[config.mk]
export PLATFORM = sky130hd
export DESIGN_NAME = io_port_range_allocator_core
export DESIGN_NICKNAME = d
export VERILOG_FILES = /design/src/ipra_pkg.sv /design/src/ipra_table.sv /design/src/ipra_roundup.sv /design/src/io_port_range_allocator_core.sv
export VERILOG_INCLUDE_DIRS = /design/src /design/src/src
export SDC_FILE = /design/constraint.sdc
export NUM_CORES = 2
export LEC_CHECK = 0
export ABC_AREA = 1
export BUFFER_PORTS_ARGS = -buffer_cell sky130_fd_sc_hd__buf_2
export CORE_MARGIN = 4
export CORE_UTILIZATION = 55
export CTS_CLUSTER_DIAMETER = 120
export CTS_CLUSTER_SIZE = 25
export DETAILED_ROUTE_END_ITERATION = 7
export PLACE_DENSITY_LB_ADDON = 0.3
export SKIP_CTS_REPAIR_TIMING = 1
export SYNTH_ARGS = -nofsm -noshare
export SYNTH_HDL_FRONTEND = slang
export SYNTH_SLANG_ARGS = --single-unit
[constraint.sdc]
create_clock -name clock -period 11.3 [get_ports clock]
set_input_delay 1.695 -clock clock [delete_from_list [all_inputs] [get_ports clock]]
set_output_delay 1.695 -clock clock [all_outputs]
set_load 0.01 [all_outputs]
[src/io_port_range_allocator_core_assert.svh]
// Assertion macros shared by the allocator RTL.
// No dependencies; included by the top level.
`ifndef IO_PORT_RANGE_ALLOCATOR_CORE_ASSERT_SVH
`define IO_PORT_RANGE_ALLOCATOR_CORE_ASSERT_SVH
// implication checked on every clock edge outside reset
`define IPRA_ASSERT_IMP(lbl, clk, rst, ante, cons) \
   lbl: assert property (@(posedge clk) disable iff (rst) (ante) |-> (cons)) \
      else $error("ipra check failed");
// implication with the consequent checked in the next cycle
`define IPRA_ASSERT_NEXT(lbl, clk, rst, ante, cons) \
   lbl: assert property (@(posedge clk) disable iff (rst) (ante) |=> (cons)) \
      else $error("ipra check failed");
`endif

[src/ipra_pkg.sv]
// Package for the I/O port range allocator: sizes, codes, types.
// No dependencies.
package ipra_pkg;
   localparam int MaxRanges = 32;
   localparam int IdxW = $clog2(MaxRanges);
   localparam int CntW = $clog2(MaxRanges + 1);
   localparam logic [16:0] PortSpace = 17'h10000;
   localparam logic [16:0] SearchBase = 17'h00400;
   localparam logic [16:0] VgaLoStart = 17'h002b0;
   localparam logic [16:0] VgaLoEnd = 17'h002e0;
   localparam logic [16:0] VgaHiStart = 17'h003c0;
   localparam logic [16:0] VgaHiEnd = 17'h003db;

   localparam logic [2:0] OP_FIXED = 3'd0;
   localparam logic [2:0] OP_ALLOC = 3'd1;
   localparam logic [2:0] OP_RESV = 3'd2;
   localparam logic [2:0] OP_FREE = 3'd3;
   localparam logic [2:0] OP_CHECK = 3'd4;

   localparam logic [1:0] ST_OK = 2'd0;
   localparam logic [1:0] ST_FAIL = 2'd1;
   localparam logic [1:0] ST_FULL = 2'd2;

   typedef struct packed {
      logic [15:0] start;
      logic [16:0] stop;
      logic reserved;
   } entry_type;

   // table write command from the sequencer
   typedef struct packed {
      logic we;
      logic [IdxW-1:0] addr;
      entry_type data;
   } tbl_cmd_type;
endpackage

[src/ipra_table.sv]
// Range table memory: one write port, one registered read port.
// Depends on ipra_pkg.
module ipra_table (
   input logic clock,
   input ipra_pkg::tbl_cmd_type cmd,
   input logic [ipra_pkg::IdxW-1:0] raddr,
   output ipra_pkg::entry_type rdata
);
   import ipra_pkg::*;
   entry_type mem [MaxRanges];

   always_ff @(posedge clock) begin
      if (cmd.we) begin
         mem[cmd.addr] <= cmd.data;
      end
      rdata <= mem[raddr];
   end
endmodule

[src/ipra_roundup.sv]
// Iterative round-up of a value to a multiple of align, restoring division.
// Depends on ipra_pkg.
module ipra_roundup (
   input logic clock,
   input logic reset,
   input logic start,
   input logic [16:0] value,
   input logic [15:0] align,
   output logic done,
   output logic [16:0] result
);
   import ipra_pkg::*;
   logic [4:0] cnt_ff, cnt_in;
   logic busy_ff, busy_in;
   logic [16:0] quo_ff, quo_in;
   logic [16:0] rem_ff, rem_in;
   logic [16:0] num_ff, num_in;
   logic [16:0] trial;
   logic [33:0] prod;

   always_comb begin
      trial = {rem_ff[15:0], num_ff[16]};
      busy_in = busy_ff;
      cnt_in = cnt_ff;
      quo_in = quo_ff;
      rem_in = rem_ff;
      num_in = num_ff;
      done = 1'b0;
      if (start) begin
         busy_in = 1'b1;
         cnt_in = 5'd0;
         quo_in = '0;
         rem_in = '0;
         num_in = value + 17'({1'b0, align}) - 17'd1;
      end else if (busy_ff) begin
         if (cnt_ff == 5'd17) begin
            busy_in = 1'b0;
            done = 1'b1;
         end else begin
            num_in = {num_ff[15:0], 1'b0};
            if (trial >= {1'b0, align}) begin
               rem_in = trial - {1'b0, align};
               quo_in = {quo_ff[15:0], 1'b1};
            end else begin
               rem_in = trial;
               quo_in = {quo_ff[15:0], 1'b0};
            end
            cnt_in = cnt_ff + 5'd1;
         end
      end
      prod = quo_ff * {1'b0, align};
      result = prod[16:0];
   end

   always_ff @(posedge clock) begin
      if (reset) begin
         busy_ff <= 1'b0;
         cnt_ff <= '0;
      end else begin
         busy_ff <= busy_in;
         cnt_ff <= cnt_in;
      end
      quo_ff <= quo_in;
      rem_ff <= rem_in;
      num_ff <= num_in;
   end
endmodule

[src/io_port_range_allocator_core.sv]
// Top level of the I/O port range allocator: request sequencer and table walk.
// Depends on ipra_pkg, ipra_table, ipra_roundup, the assertion header.
//
// channel | dir | fields (low bit first)
// req     | in  | tdata: operation[2:0] port[18:3] size[35:19] align[51:36] range_end[68:52]
// rsp     | out | tdata: result_port[15:0] status[17:16] allowed[18]
//
// One request at a time; a walk reads one table entry through the registered read
// port per pass through S_RD and S_EVAL, and each aligned round-up waits in S_DIV
// for the divider. Inserts and frees shift entries one at a time (S_SHRD, S_SHWR).
// Synchronous reset empties the table at once (count to zero).
// req_tready stays low until the response has been taken.
module io_port_range_allocator_core (
   input logic clock,
   input logic reset,
   input logic req_tvalid,
   output logic req_tready,
   input logic [71:0] req_tdata, // operation, port, size, align, range_end
   output logic rsp_tvalid,
   input logic rsp_tready,
   output logic [23:0] rsp_tdata // result_port, status, allowed
);
   import ipra_pkg::*;
   `include "io_port_range_allocator_core_assert.svh"

   localparam logic [3:0] S_IDLE = 4'd0;
   localparam logic [3:0] S_RD = 4'd1;
   localparam logic [3:0] S_EVAL = 4'd2;
   localparam logic [3:0] S_DIV = 4'd3;
   localparam logic [3:0] S_SHRD = 4'd4;
   localparam logic [3:0] S_SHWR = 4'd5;
   localparam logic [3:0] S_INS = 4'd6;
   localparam logic [3:0] S_RSP = 4'd7;

   logic [3:0] state_ff, state_in;
   logic [CntW-1:0] count_ff, count_in;
   logic [CntW-1:0] idx_ff, idx_in;
   logic [CntW-1:0] pos_ff, pos_in;
   logic [2:0] op_ff;
   logic [15:0] port_ff;
   logic [16:0] size_ff, end_ff;
   logic [15:0] align_ff;
   logic [16:0] cand_ff, cand_in;
   logic okc_ff, okc_in;
   logic [15:0] rport_ff, rport_in;
   logic [1:0] rstat_ff, rstat_in;
   logic rallow_ff, rallow_in;
   logic insres_ff, insres_in;
   logic shdown_ff, shdown_in;
   tbl_cmd_type cmd;
   logic [IdxW-1:0] raddr;
   entry_type rd;
   logic div_start, div_done;
   logic [16:0] div_res;
   logic [17:0] lim;
   logic [17:0] gap;

   ipra_table u_table (.clock(clock), .cmd(cmd), .raddr(raddr), .rdata(rd));
   ipra_roundup u_round (.clock(clock), .reset(reset), .start(div_start),
      .value(rd.stop), .align(align_ff), .done(div_done), .result(div_res));

   assign req_tready = (state_ff == S_IDLE);
   assign rsp_tvalid = (state_ff == S_RSP);
   assign rsp_tdata = {5'd0, rallow_ff, rstat_ff, rport_ff};
   // full sum: port plus size may pass 17 bits
   assign lim = {2'b0, port_ff} + {1'b0, size_ff};
   assign gap = {2'b0, rd.start} - {1'b0, cand_ff};

   always_comb begin
      state_in = state_ff;
      count_in = count_ff;
      idx_in = idx_ff;
      pos_in = pos_ff;
      cand_in = cand_ff;
      okc_in = okc_ff;
      rport_in = rport_ff;
      rstat_in = rstat_ff;
      rallow_in = rallow_ff;
      insres_in = insres_ff;
      shdown_in = shdown_ff;
      cmd = '0;
      raddr = idx_ff[IdxW-1:0];
      div_start = 1'b0;
      case (state_ff)
         S_IDLE: begin
            if (req_tvalid) begin
               idx_in = '0;
               cand_in = SearchBase;
               okc_in = 1'b1;
               rport_in = '0;
               rstat_in = ST_FAIL;
               rallow_in = 1'b0;
               state_in = S_RD;
            end
         end
         S_RD: begin
            // entry at idx_ff is being read; decide on missing entries first
            if (idx_ff >= count_ff) begin
               state_in = S_RSP;
               case (op_ff)
                  OP_FIXED: begin
                     if (lim > {1'b0, PortSpace}) begin
                        state_in = S_RSP;
                     end else begin
                        pos_in = idx_ff;
                        cand_in = {1'b0, port_ff};
                        insres_in = 1'b0;
                        state_in = S_INS;
                     end
                  end
                  OP_FREE: begin
                     rport_in = port_ff;
                     rstat_in = ST_OK;
                  end
                  OP_CHECK: begin
                     rport_in = port_ff;
                     rstat_in = ST_OK;
                     rallow_in = okc_ff;
                  end
                  default: ;
               endcase
            end else if (op_ff == OP_FIXED && lim > {1'b0, PortSpace}) begin
               state_in = S_RSP;
            end else if (op_ff == OP_CHECK && (({1'b0, port_ff} >= VgaLoStart
                  && end_ff <= VgaLoEnd) || ({1'b0, port_ff} >= VgaHiStart
                  && end_ff <= VgaHiEnd))) begin
               rport_in = port_ff;
               rstat_in = ST_OK;
               rallow_in = 1'b1;
               state_in = S_RSP;
            end else if (op_ff > OP_CHECK) begin
               state_in = S_RSP;
            end else begin
               state_in = S_EVAL;
            end
         end
         S_EVAL: begin
            state_in = S_RD;
            idx_in = idx_ff + 1'b1;
            case (op_ff)
               OP_FIXED: begin
                  if (rd.stop > {1'b0, port_ff}) begin
                     if (rd.reserved && rd.start == port_ff && {1'b0, rd.stop} == lim) begin
                        cmd.we = 1'b1;
                        cmd.addr = idx_ff[IdxW-1:0];
                        cmd.data = rd;
                        cmd.data.reserved = 1'b0;
                        rport_in = port_ff;
                        rstat_in = ST_OK;
                        state_in = S_RSP;
                     end else if ({2'b0, rd.start} >= lim) begin
                        pos_in = idx_ff;
                        cand_in = {1'b0, port_ff};
                        insres_in = 1'b0;
                        state_in = S_INS;
                     end else begin
                        state_in = S_RSP;
                     end
                  end
               end
               OP_ALLOC, OP_RESV: begin
                  if ({1'b0, rd.start} >= SearchBase) begin
                     if (!gap[17] && gap[16:0] > size_ff) begin
                        pos_in = idx_ff;
                        insres_in = (op_ff == OP_RESV);
                        state_in = S_INS;
                     end else if (align_ff != '0) begin
                        div_start = 1'b1;
                        idx_in = idx_ff;
                        state_in = S_DIV;
                     end else begin
                        cand_in = rd.stop;
                     end
                  end
               end
               OP_FREE: begin
                  if (rd.start == port_ff) begin
                     count_in = count_ff - 1'b1;
                     pos_in = idx_ff;
                     shdown_in = 1'b1;
                     rport_in = port_ff;
                     rstat_in = ST_OK;
                     state_in = S_SHRD;
                  end else if (rd.start > port_ff) begin
                     rport_in = port_ff;
                     rstat_in = ST_OK;
                     state_in = S_RSP;
                  end
               end
               default: begin
                  if (({1'b0, port_ff} >= {1'b0, rd.start} && {1'b0, port_ff} < rd.stop)
                        || (port_ff <= rd.start && end_ff > {1'b0, rd.start})) begin
                     rport_in = port_ff;
                     rstat_in = ST_OK;
                     rallow_in = 1'b0;
                     state_in = S_RSP;
                  end else begin
                     okc_in = 1'b1;
                  end
               end
            endcase
         end
         S_DIV: begin
            if (div_done) begin
               cand_in = div_res;
               idx_in = idx_ff + 1'b1;
               state_in = S_RD;
            end
         end
         S_INS: begin
            rport_in = cand_ff[15:0];
            if (count_ff >= CntW'(MaxRanges)) begin
               rstat_in = ST_FULL;
               state_in = S_RSP;
            end else begin
               rstat_in = ST_OK;
               shdown_in = 1'b0;
               idx_in = count_ff;
               count_in = count_ff + 1'b1;
               state_in = S_SHRD;
            end
         end
         S_SHRD: begin
            // shifting: up moves idx-1 to idx, down moves pos+1 to pos
            if (shdown_ff) begin
               raddr = IdxW'(pos_ff + 1'b1);
               state_in = (pos_ff >= count_ff) ? S_RSP : S_SHWR;
            end else begin
               raddr = IdxW'(idx_ff - 1'b1);
               if (idx_ff == pos_ff) begin
                  cmd.we = 1'b1;
                  cmd.addr = pos_ff[IdxW-1:0];
                  cmd.data.start = cand_ff[15:0];
                  cmd.data.stop = cand_ff + size_ff;
                  cmd.data.reserved = insres_ff;
                  state_in = S_RSP;
               end else begin
                  state_in = S_SHWR;
               end
            end
         end
         S_SHWR: begin
            cmd.we = 1'b1;
            cmd.data = rd;
            state_in = S_SHRD;
            if (shdown_ff) begin
               cmd.addr = pos_ff[IdxW-1:0];
               pos_in = pos_ff + 1'b1;
            end else begin
               cmd.addr = idx_ff[IdxW-1:0];
               idx_in = idx_ff - 1'b1;
            end
         end
         S_RSP: begin
            if (rsp_tready) begin
               state_in = S_IDLE;
            end
         end
         default: state_in = S_IDLE;
      endcase
   end

   always_ff @(posedge clock) begin
      if (reset) begin
         state_ff <= S_IDLE;
         count_ff <= '0;
      end else begin
         state_ff <= state_in;
         count_ff <= count_in;
      end
      if (state_ff == S_IDLE && req_tvalid) begin
         op_ff <= req_tdata[2:0];
         port_ff <= req_tdata[18:3];
         size_ff <= req_tdata[35:19];
         align_ff <= req_tdata[51:36];
         end_ff <= req_tdata[68:52];
      end
      idx_ff <= idx_in;
      pos_ff <= pos_in;
      cand_ff <= cand_in;
      okc_ff <= okc_in;
      rport_ff <= rport_in;
      rstat_ff <= rstat_in;
      rallow_ff <= rallow_in;
      insres_ff <= insres_in;
      shdown_ff <= shdown_in;
   end

   `IPRA_ASSERT_IMP(a_count_range, clock, reset, 1'b1, count_ff <= CntW'(MaxRanges))
   `IPRA_ASSERT_IMP(a_no_overlap, clock, reset, rsp_tvalid, !req_tready)
   `IPRA_ASSERT_NEXT(a_rsp_hold, clock, reset, rsp_tvalid && !rsp_tready,
      rsp_tvalid && $stable(rsp_tdata))
endmodule
After elaboration in Yosys (flattened, before gate mapping)
Memory sizes are Yosys's and may differ from the RTL's. A register that Yosys moved wholly into a read port is not among the register bits. Cells that the tools add are included.

Register bits: 186. Memory bits (writable): 1088. Input port bits: 76. Output and inout port bits: 26. Logic and storage cells: 284. Memories: 1.

Memory list: u_table.mem (depth 32, bits a word 34, rd ports 1, clocked after Yosys merged registers in 1, write ports 1, line ipra_table.sv:10) `entry_type mem [MaxRanges];`.

Add/subtract/negate cells: 12. Multiply operators: 1. Order comparisons: 19. Equal/unequal tests: 49. Mux-type cells: 140. Bitwise gates (word level): 1. Reduce and logical (&&, ||, !) cells: 40.

Operators with widths (count): 17-bit 2-to-1 mux (14); 40-bit 2-to-1 mux (5); 16-bit 2-to-1 mux (11); 6-bit 2-to-1 mux (21); 40-bit one-hot mux with 3 select lines (1); 17-bit one-hot mux with 4 select lines (1); 16-bit one-hot mux with 4 select lines (1); 16-bit one-hot mux with 3 select lines (1); 3-bit inequality test, second input constant (14); 1-bit 2-to-1 mux (39); 6-bit one-hot mux with 3 select lines (2); 17-bit by 16-bit greater-than comparator with 1-bit output (2); 17-bit by 10-bit <= comparator with 1-bit output, second input constant (2); 17-bit one-hot mux with 2 select lines (1); 16-bit by 10-bit >= comparator with 1-bit output, second input constant (2); 2-bit 2-to-1 mux (16); 4-bit one-hot mux with 8 select lines (1); 2-bit inequality test, second input constant (15); 6-bit one-hot mux with 5 select lines (1); 3-bit 2-to-1 mux (9); 10-bit AND reduction (2); 16-bit by 17-bit adder with 18-bit output (1); 6-bit by 1-bit adder with 6-bit output, second input constant (3); 17-bit by 18-bit equality test with 1-bit output (1); other kinds (60) (96).

Longest topological paths before layout
Depth after elaboration: 10. Depth in mapped cells: 37. Depth with buffers taken out: 37.

Hierarchy
Synthesis repeated with hierarchy kept, for this count alone.

Cells, all modules: 6606. Area total of the unflattened synthesis: 65605.4 sq um.

Modules (own cells, without submodules): ipra_table (instances 1, cells an instance 3754, area an instance 44662.8 sq um, sequential area each 33352.0 sq um); io_port_range_allocator_core (instances 1, cells an instance 1534, area an instance 11806.3 sq um, sequential area each 3753.6 sq um); ipra_roundup (instances 1, cells an instance 1318, area an instance 9136.3 sq um, sequential area each 1291.2 sq um).

Worst setup path before layout
No wires, ideal clock.

Path kind: reg-to-reg. Start: register align_ff[1]. End: register cand_ff[16], data pin. Setup time: 0.253 ns. Arrival time: 5.175 ns. Data required time: 11.047 ns. Slack: 5.872 ns. Stages on the path, launching flop included: 22. Path buffers: 2. Period minus slack after synthesis: 5.428 ns. Cells stage by stage: edfxtp_1 > buf_2 > clkbuf_1 > nand2_1 > fa_1 > inv_1 > fa_1 > inv_1 > fa_1 > inv_1 > fa_1 > inv_1 > fa_1 > fa_1 > inv_1 > ha_1 > a21oi_1 > o221ai_1 > a31oi_1 > nand3_1 > nand3_1 > nand2_1.

Word-level cells in the longest chain between the ends: 3.

RTL lines: start: declaration (line io_port_range_allocator_core.sv:42) `logic [15:0] align_ff;`; start signal: assignment (line io_port_range_allocator_core.sv:275) `align_ff <= req_tdata[51:36];`; 17-bit by 16-bit multiplier with 17-bit output (line ipra_roundup.sv:51) `prod = quo_ff * {1'b0, align};`; 17-bit 2-to-1 mux (line io_port_range_allocator_core.sv:204) `if (div_done) begin`; 17-bit one-hot mux with 4 select lines (line io_port_range_allocator_core.sv:84) `case (state_ff)`; named net cand_in[16] (line io_port_range_allocator_core.sv:43) `logic [16:0] cand_ff, cand_in;`; end signal: assignment (line io_port_range_allocator_core.sv:280) `cand_ff <= cand_in;`; end: declaration (line io_port_range_allocator_core.sv:43).

The timed path passes the listed nets, and every way through them passes these cells. The select of a mux whose other input is x is not followed. A chain may end at the register's enable or synchronous reset.

Worst setup path in the final report
Start: register align_ff[1]. End: register cand_ff[15], data pin.

Same word-level chain as after synthesis.

==> results.txt <==
----------------------------------------------------
[Route]
  Via Count ... 45,133
  Wire length per cell ... 23.7 µm
  Post-detailed-route DRC marker count ... 0
  Count of TritonRoute iterations in the first routing pass ... 8
  DRC marker count from the first detailed-route iteration ... 5,254
  Via-per-instance ratio ... 6.12
  Count of nets left with antenna violations after detail routing ... 0
  Wire length reported by the detailed router ... 175,000 µm

[Final layout]
  Fraction of final layout cells sized beyond drive strength 1 ... 8.42%
  Commonest cells after routing, fill and taps aside ... sky130_fd_sc_hd__edfxtp_1, sky130_fd_sc_hd__nand2_1, sky130_fd_sc_hd__inv_1, sky130_fd_sc_hd__nor2_1, sky130_fd_sc_hd__nand3_1
  Final Core Density ... 58.9%
  NumNets Final ... 6,250
  Fill cells ... 9,387
  Most common library cell in the layout ignoring fill and taps ... sky130_fd_sc_hd__edfxtp_1
  Synth-to-Final Area Change ... 5.97%

[Yosys]
  Post-synthesis compound-gate area fraction ... 9.55%
  Fraction of synthesized area in multiplexers ... 2.36%
  Synth area leaders ... sky130_fd_sc_hd__edfxtp_1, sky130_fd_sc_hd__nand2_1, sky130_fd_sc_hd__ha_1, sky130_fd_sc_hd__nand3_1, sky130_fd_sc_hd__inv_1
  Xor/xnor share of the synthesized area ... 1.16%
  Post-synth top flop ... sky130_fd_sc_hd__edfxtp_1
  Per-instance average area after synthesis ... 11.0 µm²
  Share of synthesized area occupied by flip-flops and latches ... 59.3%
  Dominant combinational cell family by area after synthesis ... simple AND/OR/NAND/NOR gates
  Number of instances in the synthesized netlist ... 5,901
  Number of storage elements in the synthesis netlist ... 1,306
  Simple-gate share of the synthesized area ... 13.9%
  Number of distinct library cell variants in the gate-level netlist after synthesis ... 61
  Fraction of registers with async set or reset after synthesis ... 0%
  Synthesis warning total ... 0
  Cell taking the most area after synthesis ... sky130_fd_sc_hd__edfxtp_1
  Post-Synthesis Cell Area ... 64,800 µm²
  Yosys top cell area share ... 56.7%
  Adder and majority cell fraction of the synthesized area ... 7.94%
  EDFF count, synth ... 1,224

[CTS]
  Post-CTS clock slew at the launch and capture registers of the worst setup and hold paths ... 0.11 ns
  Clock tree buffer depth ... 3
  Cts bufs inserted ... 59
  TritonCTS clock tree ... yes
  Clk root buf ... sky130_fd_sc_hd__clkbuf_16
  H-tree level count ... 2
  Number of sinks handled by clock tree synthesis ... 1,306
  Clock Latency Late Sink ... 0.73 ns

[Worst setup path]
  Reg2Reg Depth ... 19
  Destination of the critical timing path ... cand_ff[15]$_DFFE_PP_
  Critical path type ... reg -> reg
  CP max FO ... 18
  Arr. time, crit path ... 6.71 ns
  Endpoint kind of the worst setup timing path ... register
  Category of the worst setup path launch point ... register
  Startpoint of the worst setup timing path ... align_ff[1]$_DFFE_PP_
  Flop2flop setup slack ... 5.01 ns
  Data required time of the worst path ... 11.72 ns
  Endpoint of the worst-slack reg-to-reg timing path ... cand_ff[15]$_DFFE_PP_
  Crit Reg-Reg Startpoint ... align_ff[1]$_DFFE_PP_

[Timing]
  Fmax ... 159 MHz
  Count of endpoints failing hold in the final timing report ... 0
  Count of final max-slew check failures ... 0
  Clock tree skew after final layout ... 0.0376 ns
  Worst-Margin Slew ... 1.29 ns
  Final cycle utilization of the critical path ... 55.6%
  Final setup violation count ... 0
  Tmin final ... 6.29 ns
  Setup repair after global routing missed its margin ... no
  Max_slew headroom ... 14.2%
  Setup_tns ... 0 ns

[Floorplanning]
  Horizontal die dimension ... 351 µm
  Starting density of the core ... 55.6%
  Placement row count ... 125
  I/O pin total ... 102
  Die Ht ... 351 µm
  Total die area ... 123,000 µm²
  Core Box Area ... 117,000 µm²

[GRT]
  Wire length of the first global-routing pass ... 262,000 µm
  Number of antenna violations at the first check in global routing ... 3
  Total Routing Usage GR ... 28.0%
  Remaining global-route overflow ... 0
  Pin count of the biggest net entering global routing ... 186
  Via count of the first global-routing pass ... 42,982

[Job]
  Max Cap Viol ... 0

[Run status]
  Result of the run ... finished, final reports clean

[Power]
  Leakage component of the power ... 0.0261 µW
  Maximum resistive drop on vdd ... 0.363 mV
  Pwr/cell area ... 283 nW/µm²

[Hold path]
  Tightest Hold Check Type ... reg -> reg
  Source of the worst hold timing path ... u_round.rem_ff[15]$_SDFFE_PN0P_

[Place]
  Final weighted congestion in routability-driven placement ... 1.02
  Placed wire-length estimate after detailed placement ... 107,000 µm
  Input/output buffers ... 93

----------------------------------------------------
## stage by stage
| stage | worst slack [ns] | hold slack [ns] | cell area [µm²] | std cells | power, µW |
|---|---|---|---|---|---|
| floorplan | 5.87 | 0.428 | 64800 | 5905 | 13800 |
| global placement | 5.23 | 0.444 | 67000 | 7285 | 16700 |
| detailed placement | 5.17 | 0.450 | 67000 | 7285 | 16900 |
| CTS | 5.14 | 0.476 | 68600 | 7368 | 19400 |
| global route | 4.72 | 0.530 | 68600 | 7370 | 20900 |
| finish | 5.01 | 0.476 | 68600 | 7372 | 19500 |
## worst max-delay path, stage by stage (launching register included)
cell,delay (ns)
sky130_fd_sc_hd__edfxtp_1,0.90
sky130_fd_sc_hd__nand2_1,0.20
sky130_fd_sc_hd__fa_1,0.54
sky130_fd_sc_hd__fa_1,0.54
sky130_fd_sc_hd__inv_1,0.05
sky130_fd_sc_hd__fa_1,0.45
sky130_fd_sc_hd__ha_1,0.31
sky130_fd_sc_hd__fa_1,0.50
sky130_fd_sc_hd__fa_1,0.41
sky130_fd_sc_hd__ha_1,0.34
sky130_fd_sc_hd__a21oi_1,0.16
sky130_fd_sc_hd__o21ai_0,0.10
sky130_fd_sc_hd__a21oi_1,0.16
sky130_fd_sc_hd__nor2_1,0.07
sky130_fd_sc_hd__o21ai_0,0.14
sky130_fd_sc_hd__nand2_1,0.11
sky130_fd_sc_hd__a21oi_1,0.13
sky130_fd_sc_hd__o21bai_1,0.09
sky130_fd_sc_hd__xnor2_1,0.58
sky130_fd_sc_hd__o21ai_0,0.21
## power by group
part	internal, µW	total [µW]	switching, µW
sequential	5770	6280	507
combinational	3620	10700	7120
clock	980	2450	1470
total	10400	19500	9090
## final cells by class
type	instances	area, µm²	area share, %
flip-flops and latches	1306	38400	55.9
multi-input cells	3677	23200	33.7
inverters	597	2250	3.27
well taps	1524	1910	2.78
clock buffers	75	1550	2.25
repair buffers	182	1250	1.83
clock inverters	8	121	0.177
diodes	3	7.51	0.0109
## registers in the layout, summed over array words and instances, names as in the netlist, 16 cells and up
signal	flops
cand_ff	17
size_ff	17
rport_ff	16
u_round.num_ff	17
end_ff	17
u_table.rdata	34
align_ff	16
u_table.mem	1088
port_ff	16
u_round.quo_ff	17
u_round.rem_ff	16
## kinds of logic (layout without fill, tap and decap cells)
logic type / after synthesis / count (layout)
simple gates: 2168 / 2168
flops: 1306 / 1306
compound gates: 932 / 932
buf+inv: 922 / 862
fa+ha+maj: 351 / 351
mux: 136 / 136
xor+xnor: 85 / 85
other cells: 1 / 8
## worst min-delay path by stage
stage,endpoint,slack [ns],depth (start not counted)
3_3_place_gp,u_round.rem_ff[15]$_SDFFE_PN0P_,0.44,2
2_1_floorplan,u_round.quo_ff[16]$_SDFFE_PN0P_,0.43,2
6_report,u_round.rem_ff[15]$_SDFFE_PN0P_,0.48,2
5_1_grt,u_round.rem_ff[6]$_SDFFE_PN0P_,0.53,2
4_1_cts,u_round.rem_ff[15]$_SDFFE_PN0P_,0.48,2
3_5_place_dp,u_round.rem_ff[15]$_SDFFE_PN0P_,0.45,2
## per-layer routing
layer	up-vias	global-route usage (%)	wire [µm]	share of wire, %
li1	20711	-	-	-
met1	22013	38.8	70700	40
met2	2080	45.8	82400	47
met3	329	3.47	15100	8.7
met4	0	10.2	6720	3.8
met5	-	0	0	0
## synthesized netlist by cell type (13+ instances only)
master,count
sky130_fd_sc_hd__or2_2,13
sky130_fd_sc_hd__o211ai_1,82
sky130_fd_sc_hd__inv_1,588
sky130_fd_sc_hd__buf_2,81
sky130_fd_sc_hd__nand3_1,449
sky130_fd_sc_hd__nor3_1,37
sky130_fd_sc_hd__o22ai_1,60
sky130_fd_sc_hd__o21ai_1,26
sky130_fd_sc_hd__buf_4,26
sky130_fd_sc_hd__xor2_1,47
sky130_fd_sc_hd__xnor2_1,37
sky130_fd_sc_hd__clkbuf_1,183
sky130_fd_sc_hd__a31oi_1,86
sky130_fd_sc_hd__dfxtp_1,82
sky130_fd_sc_hd__o21ai_0,189
sky130_fd_sc_hd__buf_1,23
sky130_fd_sc_hd__nand2_1,1076
sky130_fd_sc_hd__a311oi_1,202
sky130_fd_sc_hd__a21oi_1,177
sky130_fd_sc_hd__ha_1,251
sky130_fd_sc_hd__nor2_1,511
sky130_fd_sc_hd__edfxtp_1,1224
sky130_fd_sc_hd__fa_1,100
sky130_fd_sc_hd__o311ai_1,26
sky130_fd_sc_hd__o221ai_1,17
sky130_fd_sc_hd__mux2_2,136
sky130_fd_sc_hd__nand4_1,51
No activity file was read; power rests on OpenSTA's default activity.
